### config.mk
export PLATFORM = sky130hd
export DESIGN_NAME = xmltv_timestamp_to_epoch_ms_unit
export DESIGN_NICKNAME = d
export VERILOG_FILES = /design/src/rtl/xtte_pkg.sv /design/src/rtl/xtte_scan.sv /design/src/rtl/xtte_calc.sv /design/src/rtl/xtte_ctrl.sv /design/src/rtl/xmltv_timestamp_to_epoch_ms_unit.sv
export SDC_FILE = /design/constraint.sdc
export NUM_CORES = 2
export LEC_CHECK = 0
export ABC_AREA = 1
export BUFFER_PORTS_ARGS = -buffer_cell sky130_fd_sc_hd__clkbuf_2
export CORE_MARGIN = 2
export CORE_UTILIZATION = 55
export DETAILED_ROUTE_END_ITERATION = 8
export PLACE_DENSITY_LB_ADDON = 0.2
export SLEW_MARGIN = 20
export SYNTH_ARGS = -nofsm -noshare
export SYNTH_HDL_FRONTEND = slang
export SYNTH_SLANG_ARGS = --single-unit
### constraint.sdc
create_clock -name clk_i -period 4.78 [get_ports clk_i]
set_input_delay 0.956 -clock clk_i [delete_from_list [all_inputs] [get_ports clk_i]]
set_output_delay 0.956 -clock clk_i [all_outputs]
set_load 0.005 [all_outputs]
### src/rtl/xtte_pkg.sv
// Package for the timestamp-to-epoch unit: shared types, constants and
// small character and calendar helper functions. No dependencies.
package xtte_pkg;

  // Default limit on the trimmed text length.
  localparam int MAX_TEXT_BYTES_DEF = 64;

  // Accumulator widths.
  localparam int ACC_W   = 7;   // two decimal digits, 0..99
  localparam int YY_W    = 14;  // year, 0..9999
  localparam int Q4_W    = 12;  // year / 4, up to 2499
  localparam int DOY_W   = 9;   // day of the March-based year
  localparam int TOD_W   = 19;  // seconds of day or zone offset, unchecked fields
  localparam int DELTA_W = 21;  // signed time of day minus offset
  localparam int DAYS_W  = 24;  // signed days since 1970-01-01
  localparam int RAW_W   = 23;  // unsigned day count before the epoch shift
  localparam int PTOD_W  = 31;  // signed delta in milliseconds
  localparam int MS_W    = 49;  // signed result in milliseconds

  localparam int DIGITS_LAST = 13;  // index of the last date/time digit

  localparam logic [6:0] MONTH_FEB = 7'd2;
  localparam logic [6:0] MAX_HOUR  = 7'd23;
  localparam logic [6:0] MAX_MIN   = 7'd59;
  localparam logic [6:0] MAX_SEC   = 7'd59;
  localparam logic [6:0] MAX_DD    = 7'd99;

  localparam logic [YY_W-1:0]    YEAR_SCALE    = 14'd100;
  localparam logic [Q4_W-1:0]    YEAR_QUARTER  = 12'd25;
  localparam logic [RAW_W-1:0]   DAYS_PER_YEAR = 23'd365;
  localparam logic [TOD_W-1:0]   SEC_PER_HOUR  = 19'd3600;
  localparam logic [TOD_W-1:0]   SEC_PER_MIN   = 19'd60;
  localparam logic signed [DAYS_W-1:0] EPOCH_DAY_OFFSET = 24'sd719468;
  localparam logic signed [27:0] MS_PER_DAY    = 28'sd86400000;
  localparam logic signed [10:0] MS_PER_SEC    = 11'sd1000;

  // Characters with a special meaning to the scanner.
  localparam logic [7:0] CH_NUL   = 8'h00;
  localparam logic [7:0] CH_SPACE = 8'h20;
  localparam logic [7:0] CH_TAB   = 8'h09;
  localparam logic [7:0] CH_CR    = 8'h0D;
  localparam logic [7:0] CH_ZERO  = 8'h30;
  localparam logic [7:0] CH_NINE  = 8'h39;
  localparam logic [7:0] CH_Z_UP  = 8'h5A;
  localparam logic [7:0] CH_Z_LO  = 8'h7A;
  localparam logic [7:0] CH_PLUS  = 8'h2B;
  localparam logic [7:0] CH_MINUS = 8'h2D;

  // Commands from the controller.
  typedef struct packed {
    logic take;     // scanner consumes the current byte
    logic clear;    // scanner returns to its reset state
    logic ld_chk;   // validate fields and split the year
    logic ld_days;  // form the day count and the signed time of day
    logic ld_mul;   // scale both to milliseconds
    logic ld_out;   // load the output register
  } cmd_t;

  // Fields collected by the scanner.
  typedef struct packed {
    logic             complete;  // all fourteen digits seen, zone well formed so far
    logic             failed;
    logic [ACC_W-1:0] year_hi;   // first two year digits
    logic [ACC_W-1:0] year_lo;   // last two year digits
    logic [ACC_W-1:0] month;
    logic [ACC_W-1:0] day;
    logic [ACC_W-1:0] hour;
    logic [ACC_W-1:0] minute;
    logic [ACC_W-1:0] second;
    logic             zone_neg;
    logic [ACC_W-1:0] zone_hour;
    logic [ACC_W-1:0] zone_min;
  } scan_t;

  function automatic logic is_ws(input logic [7:0] c);
    return (c == CH_SPACE) || ((c >= CH_TAB) && (c <= CH_CR));
  endfunction

  function automatic logic is_digit(input logic [7:0] c);
    return (c >= CH_ZERO) && (c <= CH_NINE);
  endfunction

  // One more decimal digit into a two-digit accumulator.
  function automatic logic [ACC_W-1:0] acc10(input logic [ACC_W-1:0] acc,
                                             input logic [3:0] dv);
    return ACC_W'(acc * 7'd10 + ACC_W'(dv));
  endfunction

  // Length of a month; zero for a month number that does not exist.
  function automatic logic [4:0] month_len(input logic [ACC_W-1:0] m, input logic leap);
    logic [4:0] len;
    case (m)
      7'd1, 7'd3, 7'd5, 7'd7, 7'd8, 7'd10, 7'd12: len = 5'd31;
      7'd4, 7'd6, 7'd9, 7'd11:                    len = 5'd30;
      7'd2:                                       len = leap ? 5'd29 : 5'd28;
      default:                                    len = 5'd0;
    endcase
    return len;
  endfunction

  // Days from March 1 to the first of the month, in a March-based year.
  function automatic logic [DOY_W-1:0] doy_base(input logic [ACC_W-1:0] m);
    logic [DOY_W-1:0] b;
    case (m)
      7'd3:    b = 9'd0;
      7'd4:    b = 9'd31;
      7'd5:    b = 9'd61;
      7'd6:    b = 9'd92;
      7'd7:    b = 9'd122;
      7'd8:    b = 9'd153;
      7'd9:    b = 9'd184;
      7'd10:   b = 9'd214;
      7'd11:   b = 9'd245;
      7'd12:   b = 9'd275;
      7'd1:    b = 9'd306;
      7'd2:    b = 9'd337;
      default: b = 9'd0;
    endcase
    return b;
  endfunction

endpackage

### src/rtl/xtte_scan.sv
// Byte scanner: trims whitespace, counts length and collects the date,
// time and zone digits. Depends on xtte_pkg.
module xtte_scan #(
  parameter int MAX_TEXT_BYTES = xtte_pkg::MAX_TEXT_BYTES_DEF
) (
  input  logic                clk_i,
  input  logic                rst_ni,
  input  xtte_pkg::cmd_t      cmd_i,
  input  logic [7:0]          char_byte_i,
  output xtte_pkg::scan_t     scan_o
);

  // Length counters hold up to MAX_TEXT_BYTES + 1, which already means too long.
  localparam int CW = $clog2(MAX_TEXT_BYTES + 2);
  localparam logic [CW-1:0] LEN_SAT = CW'(MAX_TEXT_BYTES + 1);
  localparam logic [CW:0]   LEN_MAX = (CW + 1)'(MAX_TEXT_BYTES);

  localparam logic [2:0] PH_LEAD   = 3'd0;
  localparam logic [2:0] PH_DIGITS = 3'd1;
  localparam logic [2:0] PH_GAP    = 3'd2;
  localparam logic [2:0] PH_ZONE   = 3'd3;
  localparam logic [2:0] PH_TAIL   = 3'd4;

  localparam int AW = xtte_pkg::ACC_W;

  logic [2:0]    phase_q, phase_d;
  logic [3:0]    dcnt_q, dcnt_d;
  logic [1:0]    zcnt_q, zcnt_d;
  logic [AW-1:0] yhi_q, yhi_d, ylo_q, ylo_d, mon_q, mon_d, day_q, day_d;
  logic [AW-1:0] hr_q, hr_d, min_q, min_d, sec_q, sec_d;
  logic [AW-1:0] zhr_q, zhr_d, zmin_q, zmin_d;
  logic          zneg_q, zneg_d;
  logic [CW-1:0] content_q, content_d, pend_q, pend_d;
  logic          failed_q, failed_d;

  always_comb begin
    logic       ws;
    logic       dig;
    logic [3:0] dv;
    logic [2:0] ph;
    logic       fail;
    logic [CW:0] sum;

    ws   = xtte_pkg::is_ws(char_byte_i);
    dig  = xtte_pkg::is_digit(char_byte_i);
    dv   = char_byte_i[3:0];
    ph   = phase_q;
    fail = failed_q;
    sum  = (CW + 1)'(content_q) + (CW + 1)'(pend_q) + (CW + 1)'(1);

    phase_d   = phase_q;
    dcnt_d    = dcnt_q;
    zcnt_d    = zcnt_q;
    yhi_d     = yhi_q;
    ylo_d     = ylo_q;
    mon_d     = mon_q;
    day_d     = day_q;
    hr_d      = hr_q;
    min_d     = min_q;
    sec_d     = sec_q;
    zhr_d     = zhr_q;
    zmin_d    = zmin_q;
    zneg_d    = zneg_q;
    content_d = content_q;
    pend_d    = pend_q;
    failed_d  = failed_q;

    if (cmd_i.clear) begin
      phase_d   = PH_LEAD;
      dcnt_d    = '0;
      zcnt_d    = '0;
      yhi_d     = '0;
      ylo_d     = '0;
      mon_d     = '0;
      day_d     = '0;
      hr_d      = '0;
      min_d     = '0;
      sec_d     = '0;
      zhr_d     = '0;
      zmin_d    = '0;
      zneg_d    = 1'b0;
      content_d = '0;
      pend_d    = '0;
      failed_d  = 1'b0;
    end else if (cmd_i.take && !(phase_q == PH_LEAD && ws)) begin
      if (phase_q == PH_LEAD) begin
        ph = PH_DIGITS;
      end
      phase_d = ph;

      // Whitespace only counts once more text follows it.
      if (ws) begin
        if (pend_q != LEN_SAT) begin
          pend_d = pend_q + CW'(1);
        end
      end else begin
        if (sum > LEN_MAX) begin
          fail = 1'b1;
        end
        content_d = (sum > (CW + 1)'(LEN_SAT)) ? LEN_SAT : sum[CW-1:0];
        pend_d    = '0;
      end

      if (!fail) begin
        if (char_byte_i == xtte_pkg::CH_NUL) begin
          fail = 1'b1;
        end else begin
          case (ph)
            PH_DIGITS: begin
              if (!dig) begin
                fail = 1'b1;
              end else begin
                case (dcnt_q)
                  4'd0, 4'd1:   yhi_d = xtte_pkg::acc10(yhi_q, dv);
                  4'd2, 4'd3:   ylo_d = xtte_pkg::acc10(ylo_q, dv);
                  4'd4, 4'd5:   mon_d = xtte_pkg::acc10(mon_q, dv);
                  4'd6, 4'd7:   day_d = xtte_pkg::acc10(day_q, dv);
                  4'd8, 4'd9:   hr_d  = xtte_pkg::acc10(hr_q, dv);
                  4'd10, 4'd11: min_d = xtte_pkg::acc10(min_q, dv);
                  default:      sec_d = xtte_pkg::acc10(sec_q, dv);
                endcase
                dcnt_d = dcnt_q + 4'd1;
                if (dcnt_q == 4'(xtte_pkg::DIGITS_LAST)) begin
                  phase_d = PH_GAP;
                end
              end
            end
            PH_GAP: begin
              if (!ws) begin
                if (char_byte_i == xtte_pkg::CH_Z_UP || char_byte_i == xtte_pkg::CH_Z_LO) begin
                  phase_d = PH_TAIL;
                end else if (char_byte_i == xtte_pkg::CH_PLUS ||
                             char_byte_i == xtte_pkg::CH_MINUS) begin
                  zneg_d  = (char_byte_i == xtte_pkg::CH_MINUS);
                  phase_d = PH_ZONE;
                end else begin
                  fail = 1'b1;
                end
              end
            end
            PH_ZONE: begin
              if (!dig) begin
                fail = 1'b1;
              end else begin
                if (!zcnt_q[1]) begin
                  zhr_d = xtte_pkg::acc10(zhr_q, dv);
                end else begin
                  zmin_d = xtte_pkg::acc10(zmin_q, dv);
                end
                zcnt_d = zcnt_q + 2'd1;
                if (zcnt_q == 2'd3) begin
                  phase_d = PH_TAIL;
                end
              end
            end
            PH_TAIL: begin
              if (!ws) begin
                fail = 1'b1;
              end
            end
            default: fail = 1'b1;
          endcase
        end
      end
      failed_d = fail;
    end
  end

  always_ff @(posedge clk_i or negedge rst_ni) begin
    if (!rst_ni) begin
      phase_q   <= PH_LEAD;
      dcnt_q    <= '0;
      zcnt_q    <= '0;
      yhi_q     <= '0;
      ylo_q     <= '0;
      mon_q     <= '0;
      day_q     <= '0;
      hr_q      <= '0;
      min_q     <= '0;
      sec_q     <= '0;
      zhr_q     <= '0;
      zmin_q    <= '0;
      zneg_q    <= 1'b0;
      content_q <= '0;
      pend_q    <= '0;
      failed_q  <= 1'b0;
    end else begin
      phase_q   <= phase_d;
      dcnt_q    <= dcnt_d;
      zcnt_q    <= zcnt_d;
      yhi_q     <= yhi_d;
      ylo_q     <= ylo_d;
      mon_q     <= mon_d;
      day_q     <= day_d;
      hr_q      <= hr_d;
      min_q     <= min_d;
      sec_q     <= sec_d;
      zhr_q     <= zhr_d;
      zmin_q    <= zmin_d;
      zneg_q    <= zneg_d;
      content_q <= content_d;
      pend_q    <= pend_d;
      failed_q  <= failed_d;
    end
  end

  assign scan_o.complete  = (phase_q == PH_GAP) || (phase_q == PH_TAIL);
  assign scan_o.failed    = failed_q;
  assign scan_o.year_hi   = yhi_q;
  assign scan_o.year_lo   = ylo_q;
  assign scan_o.month     = mon_q;
  assign scan_o.day       = day_q;
  assign scan_o.hour      = hr_q;
  assign scan_o.minute    = min_q;
  assign scan_o.second    = sec_q;
  assign scan_o.zone_neg  = zneg_q;
  assign scan_o.zone_hour = zhr_q;
  assign scan_o.zone_min  = zmin_q;

endmodule

### src/rtl/xtte_calc.sv
// Arithmetic datapath: validates the collected fields, forms the day count
// and scales everything to milliseconds over four steps. Depends on xtte_pkg.
module xtte_calc (
  input  logic                                   clk_i,
  input  logic                                   rst_ni,
  input  xtte_pkg::cmd_t                         cmd_i,
  input  xtte_pkg::scan_t                        scan_i,
  output logic                                   ok_o,
  output logic signed [xtte_pkg::MS_W-1:0]       epoch_ms_o
);

  localparam int AW = xtte_pkg::ACC_W;

  // Step one: validation, year taken back by one for January and February.
  logic                        ok_q, ok_d;
  logic [xtte_pkg::YY_W-1:0]   yy_q, yy_d;
  logic [xtte_pkg::Q4_W-1:0]   q4_q, q4_d;
  logic [AW-1:0]               cent_q, cent_d;
  logic [xtte_pkg::DOY_W-1:0]  doy_q, doy_d;
  logic [xtte_pkg::TOD_W-1:0]  tod_q, tod_d, off_q, off_d;
  logic                        zneg_q;
  // Step two.
  logic signed [xtte_pkg::DAYS_W-1:0]  days_q, days_d;
  logic signed [xtte_pkg::DELTA_W-1:0] delta_q, delta_d;
  // Step three.
  logic signed [xtte_pkg::MS_W-1:0]    pday_q, pday_d;
  logic signed [xtte_pkg::PTOD_W-1:0]  ptod_q, ptod_d;
  // Output register.
  logic                                ok_out_q;
  logic signed [xtte_pkg::MS_W-1:0]    ms_out_q, ms_out_d;

  always_comb begin
    logic          leap;
    logic [4:0]    mlen;
    logic [AW-1:0] hi_adj;
    logic [AW-1:0] lo_adj;

    // The year has exactly four digits, so its two halves settle the leap rule.
    leap = (scan_i.year_lo == '0) ? (scan_i.year_hi[1:0] == 2'b00)
                                  : (scan_i.year_lo[1:0] == 2'b00);
    mlen = xtte_pkg::month_len(scan_i.month, leap);

    ok_d = !scan_i.failed && scan_i.complete &&
           !(scan_i.year_hi == '0 && scan_i.year_lo == '0) &&
           (scan_i.day != '0) && (scan_i.day <= AW'(mlen)) &&
           (scan_i.hour <= xtte_pkg::MAX_HOUR) &&
           (scan_i.minute <= xtte_pkg::MAX_MIN) &&
           (scan_i.second <= xtte_pkg::MAX_SEC);

    // Count years from March so that the leap day ends the year.
    hi_adj = scan_i.year_hi;
    lo_adj = scan_i.year_lo;
    if (scan_i.month <= xtte_pkg::MONTH_FEB) begin
      if (scan_i.year_lo == '0) begin
        hi_adj = scan_i.year_hi - AW'(1);
        lo_adj = xtte_pkg::MAX_DD;
      end else begin
        lo_adj = scan_i.year_lo - AW'(1);
      end
    end

    yy_d   = xtte_pkg::YY_W'(hi_adj * xtte_pkg::YEAR_SCALE + xtte_pkg::YY_W'(lo_adj));
    q4_d   = xtte_pkg::Q4_W'(xtte_pkg::Q4_W'(hi_adj) * xtte_pkg::YEAR_QUARTER +
                             xtte_pkg::Q4_W'(lo_adj >> 2));
    cent_d = hi_adj;
    doy_d  = xtte_pkg::doy_base(scan_i.month) + xtte_pkg::DOY_W'(scan_i.day) -
             xtte_pkg::DOY_W'(1);
    tod_d  = xtte_pkg::TOD_W'(xtte_pkg::TOD_W'(scan_i.hour) * xtte_pkg::SEC_PER_HOUR +
                              xtte_pkg::TOD_W'(scan_i.minute) * xtte_pkg::SEC_PER_MIN +
                              xtte_pkg::TOD_W'(scan_i.second));
    off_d  = xtte_pkg::TOD_W'(xtte_pkg::TOD_W'(scan_i.zone_hour) * xtte_pkg::SEC_PER_HOUR +
                              xtte_pkg::TOD_W'(scan_i.zone_min) * xtte_pkg::SEC_PER_MIN);
  end

  always_comb begin
    logic [xtte_pkg::RAW_W-1:0]         raw;
    logic signed [xtte_pkg::DELTA_W-1:0] tod_s;
    logic signed [xtte_pkg::DELTA_W-1:0] off_s;

    // 365 y + y/4 - y/100 + y/400 + day of year, all in whole days.
    raw = xtte_pkg::RAW_W'(yy_q * xtte_pkg::DAYS_PER_YEAR) + xtte_pkg::RAW_W'(q4_q) -
          xtte_pkg::RAW_W'(cent_q) + xtte_pkg::RAW_W'(cent_q >> 2) +
          xtte_pkg::RAW_W'(doy_q);
    days_d = $signed({1'b0, raw}) - xtte_pkg::EPOCH_DAY_OFFSET;

    tod_s   = $signed({2'b00, tod_q});
    off_s   = $signed({2'b00, off_q});
    delta_d = zneg_q ? (tod_s + off_s) : (tod_s - off_s);

    pday_d = xtte_pkg::MS_W'(days_q) * xtte_pkg::MS_W'(xtte_pkg::MS_PER_DAY);
    ptod_d = xtte_pkg::PTOD_W'(delta_q) * xtte_pkg::PTOD_W'(xtte_pkg::MS_PER_SEC);

    ms_out_d = ok_q ? (pday_q + xtte_pkg::MS_W'(ptod_q)) : '0;
  end

  always_ff @(posedge clk_i) begin
    if (cmd_i.ld_chk) begin
      yy_q   <= yy_d;
      q4_q   <= q4_d;
      cent_q <= cent_d;
      doy_q  <= doy_d;
      tod_q  <= tod_d;
      off_q  <= off_d;
      zneg_q <= scan_i.zone_neg;
    end
    if (cmd_i.ld_days) begin
      days_q  <= days_d;
      delta_q <= delta_d;
    end
    if (cmd_i.ld_mul) begin
      pday_q <= pday_d;
      ptod_q <= ptod_d;
    end
    if (cmd_i.ld_out) begin
      ms_out_q <= ms_out_d;
    end
  end

  always_ff @(posedge clk_i or negedge rst_ni) begin
    if (!rst_ni) begin
      ok_q     <= 1'b0;
      ok_out_q <= 1'b0;
    end else begin
      if (cmd_i.ld_chk) begin
        ok_q <= ok_d;
      end
      if (cmd_i.ld_out) begin
        ok_out_q <= ok_q;
      end
    end
  end

  assign ok_o       = ok_out_q;
  assign epoch_ms_o = ms_out_q;

endmodule

### src/rtl/xtte_ctrl.sv
// Controller: handshakes on both channels and sequences the conversion
// steps once a string ends. Depends on xtte_pkg.
module xtte_ctrl (
  input  logic           clk_i,
  input  logic           rst_ni,
  input  logic           in_valid_i,
  input  logic           byte_valid_i,
  input  logic           last_i,
  input  logic           out_stall_i,
  output logic           in_stall_o,
  output logic           out_valid_o,
  output xtte_pkg::cmd_t cmd_o
);

  localparam logic [2:0] ST_IDLE = 3'd0;
  localparam logic [2:0] ST_CHK  = 3'd1;
  localparam logic [2:0] ST_DAYS = 3'd2;
  localparam logic [2:0] ST_MUL  = 3'd3;
  localparam logic [2:0] ST_DONE = 3'd4;

  logic [2:0] state_q, state_d;
  logic       out_valid_q, out_valid_d;
  logic       accept;

  assign in_stall_o = (state_q != ST_IDLE);
  assign accept     = in_valid_i && (state_q == ST_IDLE);

  always_comb begin
    state_d = state_q;
    cmd_o   = '0;
    case (state_q)
      ST_IDLE: begin
        cmd_o.take = accept && byte_valid_i;
        if (accept && last_i) begin
          state_d = ST_CHK;
        end
      end
      ST_CHK: begin
        cmd_o.ld_chk = 1'b1;
        cmd_o.clear  = 1'b1;
        state_d      = ST_DAYS;
      end
      ST_DAYS: begin
        cmd_o.ld_days = 1'b1;
        state_d       = ST_MUL;
      end
      ST_MUL: begin
        cmd_o.ld_mul = 1'b1;
        state_d      = ST_DONE;
      end
      ST_DONE: begin
        // Wait here while an earlier result is still held at the output.
        if (!out_valid_q || !out_stall_i) begin
          cmd_o.ld_out = 1'b1;
          state_d      = ST_IDLE;
        end
      end
      default: state_d = ST_IDLE;
    endcase
  end

  assign out_valid_d = cmd_o.ld_out || (out_valid_q && out_stall_i);

  always_ff @(posedge clk_i or negedge rst_ni) begin
    if (!rst_ni) begin
      state_q     <= ST_IDLE;
      out_valid_q <= 1'b0;
    end else begin
      state_q     <= state_d;
      out_valid_q <= out_valid_d;
    end
  end

  assign out_valid_o = out_valid_q;

endmodule

### src/rtl/xmltv_timestamp_to_epoch_ms_unit.sv
// Timestamp text to UTC epoch milliseconds. Input bytes are taken at one per cycle while
// the unit is idle; the transaction that ends a string starts four conversion steps
// (check, day count, multiply, sum), and the input stalls through those steps, longer
// while an earlier result is still held at the output.
// Reset (asynchronous, active low) empties the scanner and drops any pending result.
module xmltv_timestamp_to_epoch_ms_unit #(
  parameter int MAX_TEXT_BYTES = xtte_pkg::MAX_TEXT_BYTES_DEF
) (
  input  logic                              clk_i,
  input  logic                              rst_ni,
  // Input channel: one byte of timestamp text per transaction.
  input  logic                              in_valid_i,
  output logic                              in_stall_o,
  input  logic [7:0]                        char_byte_i,
  input  logic                              byte_valid_i,
  input  logic                              last_i,
  // Output channel: one result per string.
  output logic                              out_valid_o,
  input  logic                              out_stall_i,
  output logic                              ok_o,
  output logic signed [xtte_pkg::MS_W-1:0]  epoch_ms_o
);

  xtte_pkg::cmd_t  cmd;
  xtte_pkg::scan_t scan;

  // The controller owns both handshakes. While idle it passes every byte that
  // carries data to the scanner; a transaction with last set then walks the
  // arithmetic through its four steps and loads the output register as soon
  // as the previous result has been taken.
  xtte_ctrl u_ctrl (
    .clk_i        (clk_i),
    .rst_ni       (rst_ni),
    .in_valid_i   (in_valid_i),
    .byte_valid_i (byte_valid_i),
    .last_i       (last_i),
    .out_stall_i  (out_stall_i),
    .in_stall_o   (in_stall_o),
    .out_valid_o  (out_valid_o),
    .cmd_o        (cmd)
  );

  // The scanner does all per-byte work in the cycle the byte is accepted:
  // whitespace trimming, the length limit, and digit accumulation. It is
  // cleared in the first conversion step, after its fields have been sampled.
  xtte_scan #(
    .MAX_TEXT_BYTES (MAX_TEXT_BYTES)
  ) u_scan (
    .clk_i       (clk_i),
    .rst_ni      (rst_ni),
    .cmd_i       (cmd),
    .char_byte_i (char_byte_i),
    .scan_o      (scan)
  );

  // The arithmetic keeps one multiplication between registers: the day count
  // and the time of day are formed first, then each is scaled to milliseconds
  // by its own constant multiplier, and a final add forms the result.
  xtte_calc u_calc (
    .clk_i      (clk_i),
    .rst_ni     (rst_ni),
    .cmd_i      (cmd),
    .scan_i     (scan),
    .ok_o       (ok_o),
    .epoch_ms_o (epoch_ms_o)
  );

endmodule
==> summary.md <==
| Metric | Value |
|---|---|
| Status | complete, but fails checks |
| Worst slew margin | 0.349 |
| GPL Wtd Cong | roughly 0.95 |
| GRT met3 Usage | 0.0281 |
| Vias in the first global route | about 33000 |
| Fmax | slightly above 200 MHz |
| Drt first-iter violations | approximately 1800 |
| Clock-pin slew on the worst setup and hold paths | roughly 70 ps |
| CP Capture Type | flip-flop |
| Synthesized area per cell | between 8 and 9 µm² |
| Post-synth top area share | 0.203 |
| Reg2reg path depth | 19 |
| Slew @ Worst Pin | slightly below 1000 ps |
| Final setup fails | 14 |
| Main synth FF type | edfxtp_1 |
| Met2 usage | 0.440 |
| Synth Instances | 4941 |
| Synth Area in Adders | 0.385 |
| WHS | ~440 ps |
| Yosys top cell by area | ha_1 |
| DIE WIDTH | 281 µm |
| Ports | 66 |
| Number of buffers created by CTS | 42 |
| Routed len/inst | between 15 and 20 µm |
| Final Net Count | 6482 |
| Hold buffer count at CTS | 0 |
| Starting Density | 0.556 |
| Sequential area share after synthesis | 0.222 |
| Largest family of logic cells by synthesized area | adder cells |
| Drc violations | 0 |
| Final worst path period share | 1.03 |
| Simple-Gate Fraction of Synth Area | 0.154 |
| Hold Fails Final Rpt | 0 |
| Worst R2R Start | u_calc.days_q[12] |
| Initial antenna violation count | 0 |
| Routed via count | between 30000 and 40000 |
| Worst setup SP type | flip-flop |
| Port Buf Inserts | 62 |
| DRT Wirelength | 100000 µm |
| Hpwl dp | 78900 µm |
| Number of flops mapped to enable cells by yosys | 235 |
| Root Buffer | clkbuf_16 |
| Fin area | 0.0504 mm² |
| Die area | between 0.07 and 0.08 mm² |
| Gr ovfl total | 0 |
| Max Transition Viols Final | 0 |
| Layer with the highest usage | met2 |
| Synth unique cells | 66 |
| Rows | between 100 and 150 |
| GR Util All Layers | 0.251 |
| Synth Area in XOR/XNOR | 0.0480 |
| R2R setup slack | -130 ps |
| CTS sink cnt | about 330 |
| Syn-to-layout area delta | 19.1% |
| Clock buffer depth | 3 |
| Clock Skews | 37.7 ps |
| Commonest non-fill, non-tap cell in the layout | inv_1 |
| Core Box Area | about 0.076 mm² |
| Synth Area in Compound Gates | 0.0854 |
| Worst-Skew Late Latency | roughly 600 ps |
| Most frequent cells in the layout | 994 x inv_1, 716 x nand2_1, 613 x ha_1 |
| Class of the worst hold path | reg2reg |
| WHS Path Cells | 0 |
| R2R Path End | u_calc.pday_q[44] |
| Global-route wire length before repair | 162000 µm |
| ANT nets after route | 0 |
| Yosys warning count | 0 |
| Placed cell areas | roughly 0.046 mm² |
| CTS tree | done |
| Met1 Use GR | 0.327 |
| CTS H-tree lvls | 2 |
| CP Data Arrival Time | around 5200 ps |
| Post-synthesis mux area share | 0.000236 |
| Seq cells post-synth | between 300 and 400 |
| RSZ-0062 raised after global routing | yes |
| Worst Path Required | a little over 5000 ps |
| Synth top area cells | ha_1 20%, fa_1 18%, edfxtp_1 17% |
| Hold_sp | u_calc.tod_q[1] |
| Layout cells sized above 1 | 0.191 |
| Cell Area, Synth | between 0.04 and 0.05 mm² |
| Crit path from | u_calc.days_q[12] |
| Antenna cell count | 0 |
| DIE HEIGHT | between 200 and 300 µm |
| Worst hold endpoint | u_calc.delta_q[1] |
| Worst setup slack after layout | -126 ps |
| Worst-path fanout max | 4 |
| Place WS | -330 ps |
| Largest net degree at the start of global routing | 70 |
| First-pass detailed-route iteration total | 5 |
| Via density per instance | 5.22 |
| Async set or reset register ratio after synthesis | 0.286 |
| Failing checks | setup timing |
| Maxcap violations | 0 |
| Worst setup path class | reg2reg |
| Post-route minimum period | around 4900 ps |
-- per-layer routing --
metal,wire length [µm],up-vias
met5,0,-
met4,3120,0
met3,3790,195
met2,49400,651
met1,43900,16107
li1,-,16778
-- critical path: stages (launching register included) --
cell and delay [ps]:
edfxtp_1 440, ha_1 310, inv_1 40, fa_1 510
inv_2 50, ha_4 260, inv_2 30, fa_1 490
inv_2 40, fa_1 480, fa_1 600, ha_4 230
a21o_1 230, a21oi_4 210, buf_4 140, o21ai_2 60
a221oi_2 300, nand2_1 100, nand2_1 80, nand2_2 60
-- cells in the mapped netlist (all sizes together) (29+ instances only) --
library cell,number
a21oi,298
a31oi,29
dfrtp,94
edfxtp,235
fa,385
ha,686
inv,1118
nand2,829
nand3,173
nand4,101
nor2,285
nor3,60
o21ai,204
xnor2,88
xor2,144
-- sequential cells by signal (all words and copies together) (netlist names), 4 cells and up --
signal             cells
u_scan.hr_q            7
u_calc.q4_q           12
u_scan.min_q           7
u_scan.content_q       7
u_scan.sec_q           7
u_calc.yy_q           12
u_scan.mon_q           7
u_calc.tod_q          19
u_calc.off_q          17
u_scan.zmin_q          7
u_scan.dcnt_q          4
u_calc.ptod_q         28
u_calc.epoch_ms_o     46
u_scan.ylo_q           7
u_scan.zhr_q           7
u_scan.day_q           7
u_calc.doy_q           9
u_scan.yhi_q           7
u_calc.pday_q         39
u_calc.days_q         24
u_scan.pend_q          7
u_calc.delta_q        21
u_calc.cent_q          7
-- logic make-up (layout without fill, tap and decap cells) --
family / after synthesis / count (layout)
XOR/XNOR: 232 / 232
buffers and inverters: 1167 / 1654
multiplexers: 1 / 1
flip-flops: 329 / 329
AO/OA/AOI/OAI: 644 / 644
other: 1 / 3
adder cells (fa/ha/maj): 1071 / 1071
AND/OR/NAND/NOR: 1496 / 1496
-- per-stage QoR --
stage	util	setup TNS, ps	cells
2_1_floorplan	-	-7.23	4943
3_3_place_gp	0.604	-1750	6272
3_5_place_dp	0.604	-4100	6272
4_1_cts	0.636	-45.4	6385
5_1_grt	0.663	-5960	6460
6_report	0.663	-681	6460
-- worst max-delay path by stage --
| stage | endpoint | slack, ps | cells after the start |
|---|---|---|---|
| final | u_calc.pday_q[44] | -130 | 19 |
| after global routing | u_calc.days_q[19] | -340 | 23 |
| after CTS | u_calc.days_q[23] | -20 | 24 |
| after detailed placement | u_calc.days_q[22] | -330 | 26 |
| after global placement | u_calc.pday_q[44] | -230 | 19 |
| after floorplan | u_calc.days_q[22] | -7 | 26 |
-- layout make-up --
| type | instances | area [µm²] |
|---|---|---|
| Sequential cell | 329 | 9410 |
| Tap cell | 1030 | 1290 |
| Fill cell | 6210 | 25700 |
| Timing Repair Buffer | 456 | 3470 |
| Inverter | 1121 | 4240 |
| Clock inverter | 25 | 340 |
| Clock buffer | 52 | 1110 |
| Multi-Input combinational cell | 3447 | 30500 |
-- what timing repair did --
item	4_1_cts	5_1_grt
pin swaps	108	224
gates resized for setup	173	390
setup endpoints to repair	35	56
setup buffers	36	75
cloned	0	0
Power is not shown: default switching activity piles up to over one toggle a cycle in this logic, so the estimate is an artifact.
